`src/sv/ita_pkg.sv`:
```
// Shared types, constants and controller/datapath handshake structs for int_to_decimal_ascii.
`default_nettype none
package ita_pkg;

	localparam int NUM_DIGITS = 20;
	localparam int BCD_W      = 4 * NUM_DIGITS;
	localparam int POS_W      = $clog2(NUM_DIGITS + 1);
	localparam int ITER_W     = 5;
	localparam int BITS_PER_STEP = 4;

	localparam logic [2:0] WSEL_8  = 3'd0;
	localparam logic [2:0] WSEL_16 = 3'd1;
	localparam logic [2:0] WSEL_32 = 3'd2;
	localparam logic [2:0] WSEL_64 = 3'd3;

	localparam logic [5:0] CHAR_MINUS = 6'd45;
	localparam logic [1:0] CHAR_DIGIT_HI = 2'b11;

	typedef struct packed {
		logic [63:0] raw_value;
		logic [2:0]  width_select;
		logic        is_signed;
	} ita_item_t;

	typedef struct packed {
		logic [5:0] character;
		logic       last;
	} ita_text_t;

	typedef enum logic [2:0] {
		ST_IDLE,
		ST_CONV,
		ST_SIGN,
		ST_SKIP,
		ST_EMIT
	} ita_state_t;

	typedef struct packed {
		logic load;
		logic convert;
		logic skip;
		logic emit_sign;
		logic emit_digit;
	} ita_cmd_t;

	typedef struct packed {
		logic iter_last;
		logic neg;
		logic top_zero;
		logic pos_one;
		logic out_free;
	} ita_status_t;

endpackage
`default_nettype wire

```
`src/sv/ita_stream_if.sv`:
```
// Valid/ready stream channel carrying one payload per transfer.
`default_nettype none
interface ita_stream_if #(parameter type payload_t = logic) ();
	logic     valid;
	logic     ready;
	payload_t data;

	modport source (output valid, output data, input ready);
	modport sink   (input valid, input data, output ready);
endinterface
`default_nettype wire

```
`src/sv/ita_ctrl.sv`:
```
// Controller state machine: sequences load, BCD conversion, sign, zero skip and digit output.
`default_nettype none
module ita_ctrl
	import ita_pkg::*;
(
	input  logic        clk,
	input  logic        arst_n,
	input  logic        item_valid,
	output logic        item_ready,
	input  ita_status_t st,
	output ita_cmd_t    cmd
);

	ita_state_t state_q, state_d;

	always_ff @(posedge clk or negedge arst_n) begin
		if (!arst_n) begin
			state_q <= ST_IDLE;
		end else begin
			state_q <= state_d;
		end
	end

	always_comb begin
		state_d    = state_q;
		cmd        = '0;
		item_ready = 1'b0;
		unique case (state_q)
			ST_IDLE: begin
				item_ready = 1'b1;
				if (item_valid) begin
					cmd.load = 1'b1;
					state_d  = ST_CONV;
				end
			end
			ST_CONV: begin
				cmd.convert = 1'b1;
				if (st.iter_last) begin
					state_d = ST_SIGN;
				end
			end
			ST_SIGN: begin
				if (!st.neg) begin
					state_d = ST_SKIP;
				end else if (st.out_free) begin
					cmd.emit_sign = 1'b1;
					state_d       = ST_SKIP;
				end
			end
			ST_SKIP: begin
				// drop leading zeros, always keep one digit
				if (st.top_zero && !st.pos_one) begin
					cmd.skip = 1'b1;
				end else begin
					state_d = ST_EMIT;
				end
			end
			ST_EMIT: begin
				if (st.out_free) begin
					cmd.emit_digit = 1'b1;
					if (st.pos_one) begin
						state_d = ST_IDLE;
					end
				end
			end
			default: begin
				state_d = ST_IDLE;
			end
		endcase
	end

endmodule
`default_nettype wire

```
`src/sv/ita_dp.sv`:
```
// Datapath: width cut, magnitude, 4-bit-per-cycle double dabble, digit shifter, output register.
`default_nettype none
module ita_dp
	import ita_pkg::*;
(
	input  logic        clk,
	input  logic        arst_n,
	input  ita_item_t   item_data,
	input  ita_cmd_t    cmd,
	output ita_status_t st,
	output logic        text_valid,
	input  logic        text_ready,
	output ita_text_t   text_data
);

	logic [63:0]       bin_q;
	logic [BCD_W-1:0]  bcd_q;
	logic [ITER_W-1:0] iter_q;
	logic [POS_W-1:0]  pos_q;
	logic              neg_q;
	logic              out_valid_q;
	logic [5:0]        char_q;
	logic              last_q;

	logic [63:0]       mask;
	logic              top_bit;
	logic [ITER_W-1:0] iters;
	logic [63:0]       mag_cut;
	logic [63:0]       mag;
	logic              neg_ld;
	logic [63:0]       aligned;
	logic [BCD_W-1:0]  bcd_next;
	logic [63:0]       bin_next;
	logic              out_free;

	function automatic logic [BCD_W-1:0] dd_step(input logic [BCD_W-1:0] b, input logic bit_in);
		logic [BCD_W-1:0] a;
		a = b;
		for (int i = 0; i < NUM_DIGITS; i++) begin
			if (a[4*i +: 4] >= 4'd5) begin
				a[4*i +: 4] = a[4*i +: 4] + 4'd3;
			end
		end
		return {a[BCD_W-2:0], bit_in};
	endfunction

	// cut to width, take magnitude modulo 2^width, left-align for the shifter
	always_comb begin
		unique case (item_data.width_select)
			WSEL_8: begin
				mask = 64'h0000_0000_0000_00FF; top_bit = item_data.raw_value[7];
				iters = ITER_W'(8 / BITS_PER_STEP);
			end
			WSEL_16: begin
				mask = 64'h0000_0000_0000_FFFF; top_bit = item_data.raw_value[15];
				iters = ITER_W'(16 / BITS_PER_STEP);
			end
			WSEL_32: begin
				mask = 64'h0000_0000_FFFF_FFFF; top_bit = item_data.raw_value[31];
				iters = ITER_W'(32 / BITS_PER_STEP);
			end
			WSEL_64: begin
				mask = 64'hFFFF_FFFF_FFFF_FFFF; top_bit = item_data.raw_value[63];
				iters = ITER_W'(64 / BITS_PER_STEP);
			end
			default: begin
				mask = '0; top_bit = 1'b0;
				iters = ITER_W'(8 / BITS_PER_STEP);
			end
		endcase
		mag_cut = item_data.raw_value & mask;
		neg_ld  = item_data.is_signed & top_bit;
		mag     = neg_ld ? ((~mag_cut + 64'd1) & mask) : mag_cut;
		unique case (item_data.width_select)
			WSEL_16: aligned = {mag[15:0], 48'd0};
			WSEL_32: aligned = {mag[31:0], 32'd0};
			WSEL_64: aligned = mag;
			default: aligned = {mag[7:0], 56'd0};
		endcase
	end

	always_comb begin
		bcd_next = bcd_q;
		bin_next = bin_q;
		for (int j = 0; j < BITS_PER_STEP; j++) begin
			bcd_next = dd_step(bcd_next, bin_next[63]);
			bin_next = {bin_next[62:0], 1'b0};
		end
	end

	assign out_free = !out_valid_q || text_ready;

	always_ff @(posedge clk or negedge arst_n) begin
		if (!arst_n) begin
			iter_q      <= '0;
			pos_q       <= '0;
			neg_q       <= 1'b0;
			out_valid_q <= 1'b0;
		end else begin
			if (cmd.load) begin
				iter_q <= iters;
				pos_q  <= POS_W'(NUM_DIGITS);
				neg_q  <= neg_ld;
			end else if (cmd.convert) begin
				iter_q <= iter_q - ITER_W'(1);
			end else if (cmd.skip || cmd.emit_digit) begin
				pos_q <= pos_q - POS_W'(1);
			end
			if (cmd.emit_sign || cmd.emit_digit) begin
				out_valid_q <= 1'b1;
			end else if (text_ready) begin
				out_valid_q <= 1'b0;
			end
		end
	end

	always_ff @(posedge clk) begin
		if (cmd.load) begin
			bin_q <= aligned;
			bcd_q <= '0;
		end else if (cmd.convert) begin
			bin_q <= bin_next;
			bcd_q <= bcd_next;
		end else if (cmd.skip || cmd.emit_digit) begin
			bcd_q <= {bcd_q[BCD_W-5:0], 4'd0};
		end
		if (cmd.emit_sign) begin
			char_q <= CHAR_MINUS;
			last_q <= 1'b0;
		end else if (cmd.emit_digit) begin
			char_q <= {CHAR_DIGIT_HI, bcd_q[BCD_W-1 -: 4]};
			last_q <= (pos_q == POS_W'(1));
		end
	end

	assign st.iter_last = (iter_q == ITER_W'(1));
	assign st.neg       = neg_q;
	assign st.top_zero  = (bcd_q[BCD_W-1 -: 4] == 4'd0);
	assign st.pos_one   = (pos_q == POS_W'(1));
	assign st.out_free  = out_free;

	assign text_valid          = out_valid_q;
	assign text_data.character = char_q;
	assign text_data.last      = last_q;

`ifndef SYNTHESIS
	a_emit_into_free: assert property (@(posedge clk) disable iff (!arst_n)
		(cmd.emit_sign || cmd.emit_digit) |-> (!out_valid_q || text_ready))
		else $error("character issued while output register is occupied");
	a_digit_valid: assert property (@(posedge clk) disable iff (!arst_n)
		cmd.emit_digit |-> (bcd_q[BCD_W-1 -: 4] <= 4'd9))
		else $error("BCD digit out of range at output");
	a_skip_keeps_digit: assert property (@(posedge clk) disable iff (!arst_n)
		cmd.skip |-> (pos_q > POS_W'(1)))
		else $error("zero skip would drop the final digit");
	a_last_only_at_end: assert property (@(posedge clk) disable iff (!arst_n)
		(cmd.emit_digit && pos_q != POS_W'(1)) |=> !last_q)
		else $error("last flag set before final digit");
`endif

endmodule
`default_nettype wire

```
`src/sv/int_to_decimal_ascii.sv`:
```
// Top level: integer to decimal ASCII text, one character per output transfer.
// Each input transfer carries a 64-bit raw value, a width select (8/16/32/64 bits, any other
// code prints "0") and a signed flag. The text comes out most significant character first,
// with a leading '-' for negative values and last set on the final digit. An item is taken
// only while the block is idle. Conversion uses a double-dabble shifter that consumes 4 bits
// per cycle until all width bits are in; then comes the sign slot, then the zero skip, which
// drops leading zeros of the 20 BCD digits but keeps at least one, then the digit output.
// The sign and each digit wait while the output register is still occupied.
`default_nettype none
module int_to_decimal_ascii
	import ita_pkg::*;
(
	input  logic         clk,
	input  logic         arst_n,
	ita_stream_if.sink   item,
	ita_stream_if.source text
);

	ita_cmd_t    cmd;
	ita_status_t st;
	ita_item_t   item_data;
	ita_text_t   text_data;
	logic        item_ready;
	logic        text_valid;

	assign item_data  = item.data;
	assign item.ready = item_ready;
	assign text.valid = text_valid;
	assign text.data  = text_data;

	ita_ctrl u_ctrl (
		.clk        (clk),
		.arst_n     (arst_n),
		.item_valid (item.valid),
		.item_ready (item_ready),
		.st         (st),
		.cmd        (cmd)
	);

	ita_dp u_dp (
		.clk        (clk),
		.arst_n     (arst_n),
		.item_data  (item_data),
		.cmd        (cmd),
		.st         (st),
		.text_valid (text_valid),
		.text_ready (text.ready),
		.text_data  (text_data)
	);

endmodule
`default_nettype wire
```
`src/flat_wrapper.sv`:
```
// flat-port wrapper written by rule: the top's interface ports become plain ports
module int_to_decimal_ascii_flat import ita_pkg::*;
  (clk, arst_n, item_valid, item_data, item_ready, text_valid, text_data, text_ready);
  ita_stream_if item_i ();
  ita_stream_if text_i ();
  input  logic clk;
  input  logic arst_n;
  input wire logic [$bits(item_i.valid)-1:0] item_valid;
  input wire logic [$bits(item_i.data)-1:0] item_data;
  output wire logic [$bits(item_i.ready)-1:0] item_ready;
  output wire logic [$bits(text_i.valid)-1:0] text_valid;
  output wire logic [$bits(text_i.data)-1:0] text_data;
  input wire logic [$bits(text_i.ready)-1:0] text_ready;
  assign item_i.valid = item_valid;
  assign item_i.data = item_data;
  assign item_ready = item_i.ready;
  assign text_valid = text_i.valid;
  assign text_data = text_i.data;
  assign text_i.ready = text_ready;
  int_to_decimal_ascii u_core (.clk(clk), .arst_n(arst_n), .item(item_i), .text(text_i));
endmodule
```
`config.mk`:
```
export PLATFORM = sky130hd
export DESIGN_NAME = int_to_decimal_ascii_flat
export DESIGN_NICKNAME = d
export VERILOG_FILES = /design/src/sv/ita_pkg.sv /design/src/sv/ita_stream_if.sv /design/src/sv/ita_ctrl.sv /design/src/sv/ita_dp.sv /design/src/sv/int_to_decimal_ascii.sv /design/src/flat_wrapper.sv
export SDC_FILE = /design/constraint.sdc
export NUM_CORES = 1
export LEC_CHECK = 0
export BUFFER_PORTS_ARGS = -buffer_cell sky130_fd_sc_hd__buf_2
export CAP_MARGIN = 0
export CORE_ASPECT_RATIO = 0.9
export CORE_MARGIN = 2
export CORE_UTILIZATION = 50
export CTS_CLUSTER_SIZE = 8
export DETAILED_ROUTE_END_ITERATION = 8
export PLACE_DENSITY = 0.77
export SLEW_MARGIN = 20
export SYNTH_ARGS = -nofsm -noshare
export SYNTH_HDL_FRONTEND = slang
export SYNTH_SLANG_ARGS = --single-unit
```
`constraint.sdc`:
```
create_clock -name clk -period 3.2 [get_ports clk]
set_clock_uncertainty 0.2 [all_clocks]
set_input_delay 0.48 -clock clk [delete_from_list [all_inputs] [get_ports clk]]
set_output_delay 0.48 -clock clk [all_outputs]
set_load 0.01 [all_outputs]
```
==> results.txt <==
RR Startpoint: u_core.u_dp.bcd_q[69]$_SDFFE_PP0P_
max-cap violations: 0
overall global routing resource usage: 0.288
vias in the first global route: 12900
Rel. slew slack: 0.331
final max-slew violation count: 0
failing checks: setup timing
count of standard-cell rows: 52
min-delay worst type: in2reg
RR Endpoint: u_core.u_dp.bcd_q[76]$_SDFFE_PP0P_
endpoints failing setup: 71
CORE AREA: 22600 sq um
top-count cell post-synth: a21oi_1
synth cell count leaders: 158 x a21oi_1, 127 x nand2_1, 109 x o21ai_0, 98 x inv_1, 93 x nor2_1
Antenna Violating Nets Remaining: 0
Net Count, Synth: 1626
syn avg cell area: 7.51 sq um
Post-synth ARST share: 0.149
top_reg_cell synth: dfxtp_1
CTS tree: yes
Congestion Overflow GR: 0
Reg2Reg Setup Slack: -750 ps
gate count after technology mapping: 1533
Starting Density: 0.510
Via density: 7.09
Worst EP required: 3200 ps
WHS Endpoint: u_core.u_dp.text_valid$_DFFE_PN0P_
Die H: 148 microns
synth top area cells: dfxtp_1 14%, ha_1 9.6%, a21oi_1 6.9%, mux2i_1 5.4%, o21ai_0 4.7%
Max FO, Critical Path: 4
FF-to-FF path depth: 17
post-layout util: 0.837
Total Wirelength: 58.3 mm
fillers: 944
initial antenna violation count: 2
hold_ws: 314 ps
Syn. warnings: 0
run status: finished, violations left
Final Hold Violating Endpoints: 0
# DRC: 0
Ant. Diodes: 0
Buffers on Ports: 6
clock-pin slew of the registers on the worst-case setup and hold paths: 70 ps
clk_lat worst skew: 360 ps
Nets: 2048
First-pass DRT Iterations: 6
unrepaired setup endpoints after global routing: true
DR vias: 16000
hold path depth: 3
Avg WL per Cell: 25.8 microns
Area Overhead vs Synth: 64.1%
register area share after synthesis: 0.170
first-pass GRT wire length: 59.3 mm
Hold Crit Start: text_ready
clock root buffer: clkbuf_16
post-layout min period: 3950 ps
WP data arrival: 3950 ps
CP Launch Type: flip-flop
CTS Buffer Depth: 2
Top Ports: 8
total CTS buffers: 9
Yosys cell types: 83
Worst Tran Pin Value: 1000 ps
register bit count reported by yosys: 94
Die Width: 164 microns
Post-synth EDFFs: 1
critical path class: reg2reg
area leader, netlist: dfxtp_1
RePlAce Congestion: 0.874
largest net degree at the start of global routing: 51
H-tree depth: 3
share of cells above drive strength 1: 0.562
Die ar.: 24300 sq um
CP Capture Type: flip-flop
Post-Syn Area: 11500 sq um
Sink Count: 94
Iter 0 DRT Violations: 2353
Tcrit/Tclk final: 1.23
fmax: 253 MHz
Final WS setup: -750 ps
Detailed Place HPWL: 23.0 mm
share of the synthesized area in the top cell type: 0.137
==> flip-flops by register name (all words and copies together) (netlist names) <==
name,count
u_core.u_dp.bcd_q,79
u_core.u_dp.last_q,1
u_core.u_dp.text_valid,1
u_core.u_dp.pos_q,5
u_core.u_dp.iter_q,5
u_core.u_ctrl.state_q,3
==> metrics by stage <==
stage	cell area [sq um]	worst slack (ps)	setup TNS, ps	std cells
floorplan	11900	-164	-1040	1533
global placement	14600	-161	-2800	2117
detailed placement	14600	-297	-9410	2117
CTS	16100	-177	-1740	2173
global route	18900	-979	-31060	2257
finish	18900	-750	-20090	2257
==> kinds of logic (layout without fill, tap and decap cells) <==
logic type      count (synthesis)  count (layout)  share of synthesized area
xor+xnor                       80              80                     0.0709
flops                          94              94                      0.170
buf+inv                       156             583                     0.0519
compound gates                584             584                      0.334
mux                            93              93                     0.0859
simple gates                  438             438                      0.192
fa+ha+maj                      88              88                     0.0956
==> per-layer routing <==
metal / routed length [microns] / global-route usage / vias up / share of wire
li1: - / - / 6497 / -
met1: 19100 / 0.349 / 7415 / 0.33
met2: 26900 / 0.529 / 1466 / 0.46
met3: 5770 / 0.0325 / 627 / 0.099
met4: 6500 / 0.0921 / 2 / 0.11
met5: 16 / 0 / - / 0.00027
==> how the worst max path moves through the flow <==
| stage | slack (ps) | startpoint | depth (start not counted) | to |
|---|---|---|---|---|
| 6_report | -750 | u_core.u_dp.bcd_q[69]$_SDFFE_PP0P_ | 17 | u_core.u_dp.bcd_q[76]$_SDFFE_PP0P_ |
| 2_1_floorplan | -160 | u_core.u_dp.bcd_q[5]$_SDFFE_PP0P_ | 16 | u_core.u_dp.bcd_q[8]$_SDFFE_PP0P_ |
| 4_1_cts | -180 | u_core.u_dp.bcd_q[5]$_SDFFE_PP0P_ | 16 | u_core.u_dp.bcd_q[7]$_SDFFE_PP0P_ |
| 3_3_place_gp | -160 | u_core.u_dp.bcd_q[5]$_SDFFE_PP0P_ | 16 | u_core.u_dp.bcd_q[7]$_SDFFE_PP0P_ |
| 5_1_grt | -980 | u_core.u_dp.bcd_q[14]$_SDFFE_PP0P_ | 16 | u_core.u_dp.bcd_q[17]$_SDFFE_PP0P_ |
| 3_5_place_dp | -300 | u_core.u_dp.bcd_q[72]$_SDFFE_PP0P_ | 19 | u_core.u_dp.bcd_q[77]$_SDFFE_PP0P_ |
==> final cells by class <==
cell class              count  area, sq um  share of cell area
flip-flops and latches     94         2030               0.107
well taps                 297          372              0.0197
multi-input cells        1283        12100               0.641
repair buffers            461         3640               0.193
inverters                 106          445              0.0236
clock inverters             4         30.0             0.00159
clock buffers              12          256              0.0136
==> timing repair <==
action / CTS / global route
hold buffers: 1 / 0
gates resized for setup: 214 / 484
hold endpoints to repair: 14 / 0
buffers inserted: 39 / 88
pin swaps: 118 / 209
endpoints found under the setup margin: 70 / 75
==> worst max-delay path: stages (launching register included) <==
cell and delay [ps]:
dfxtp_2 340, inv_4 100, ha_4 150, nand2b_4 140, nor3b_4 210, a21oi_2 70, inv_1 170, ha_2 210
inv_2 90, a21boi_2 210, o22ai_2 130, buf_6 150, buf_6 110, buf_6 110, a221oi_4 340, o21ai_1 170
xor2_1 650, o22ai_1 230
==> placed cells by master (no fill, tap or decap), drive strengths merged, types with 16 or more instances in the layout <==
master / instances
a221oi: 24
xnor2: 56
nor3b: 37
xor2: 24
a31oi: 57
nor3: 29
nor2b: 27
mux2: 28
a21oi: 188
dfxtp: 79
a211oi: 30
o22ai: 16
ha: 88
nor2: 94
nand2b: 29
mux2i: 65
o21ai: 140
a21o: 16
nand2: 127
buf: 460
nand3: 37
inv: 107
Power is not shown: default switching activity piles up to over one toggle a cycle in this logic, so the estimate is an artifact.
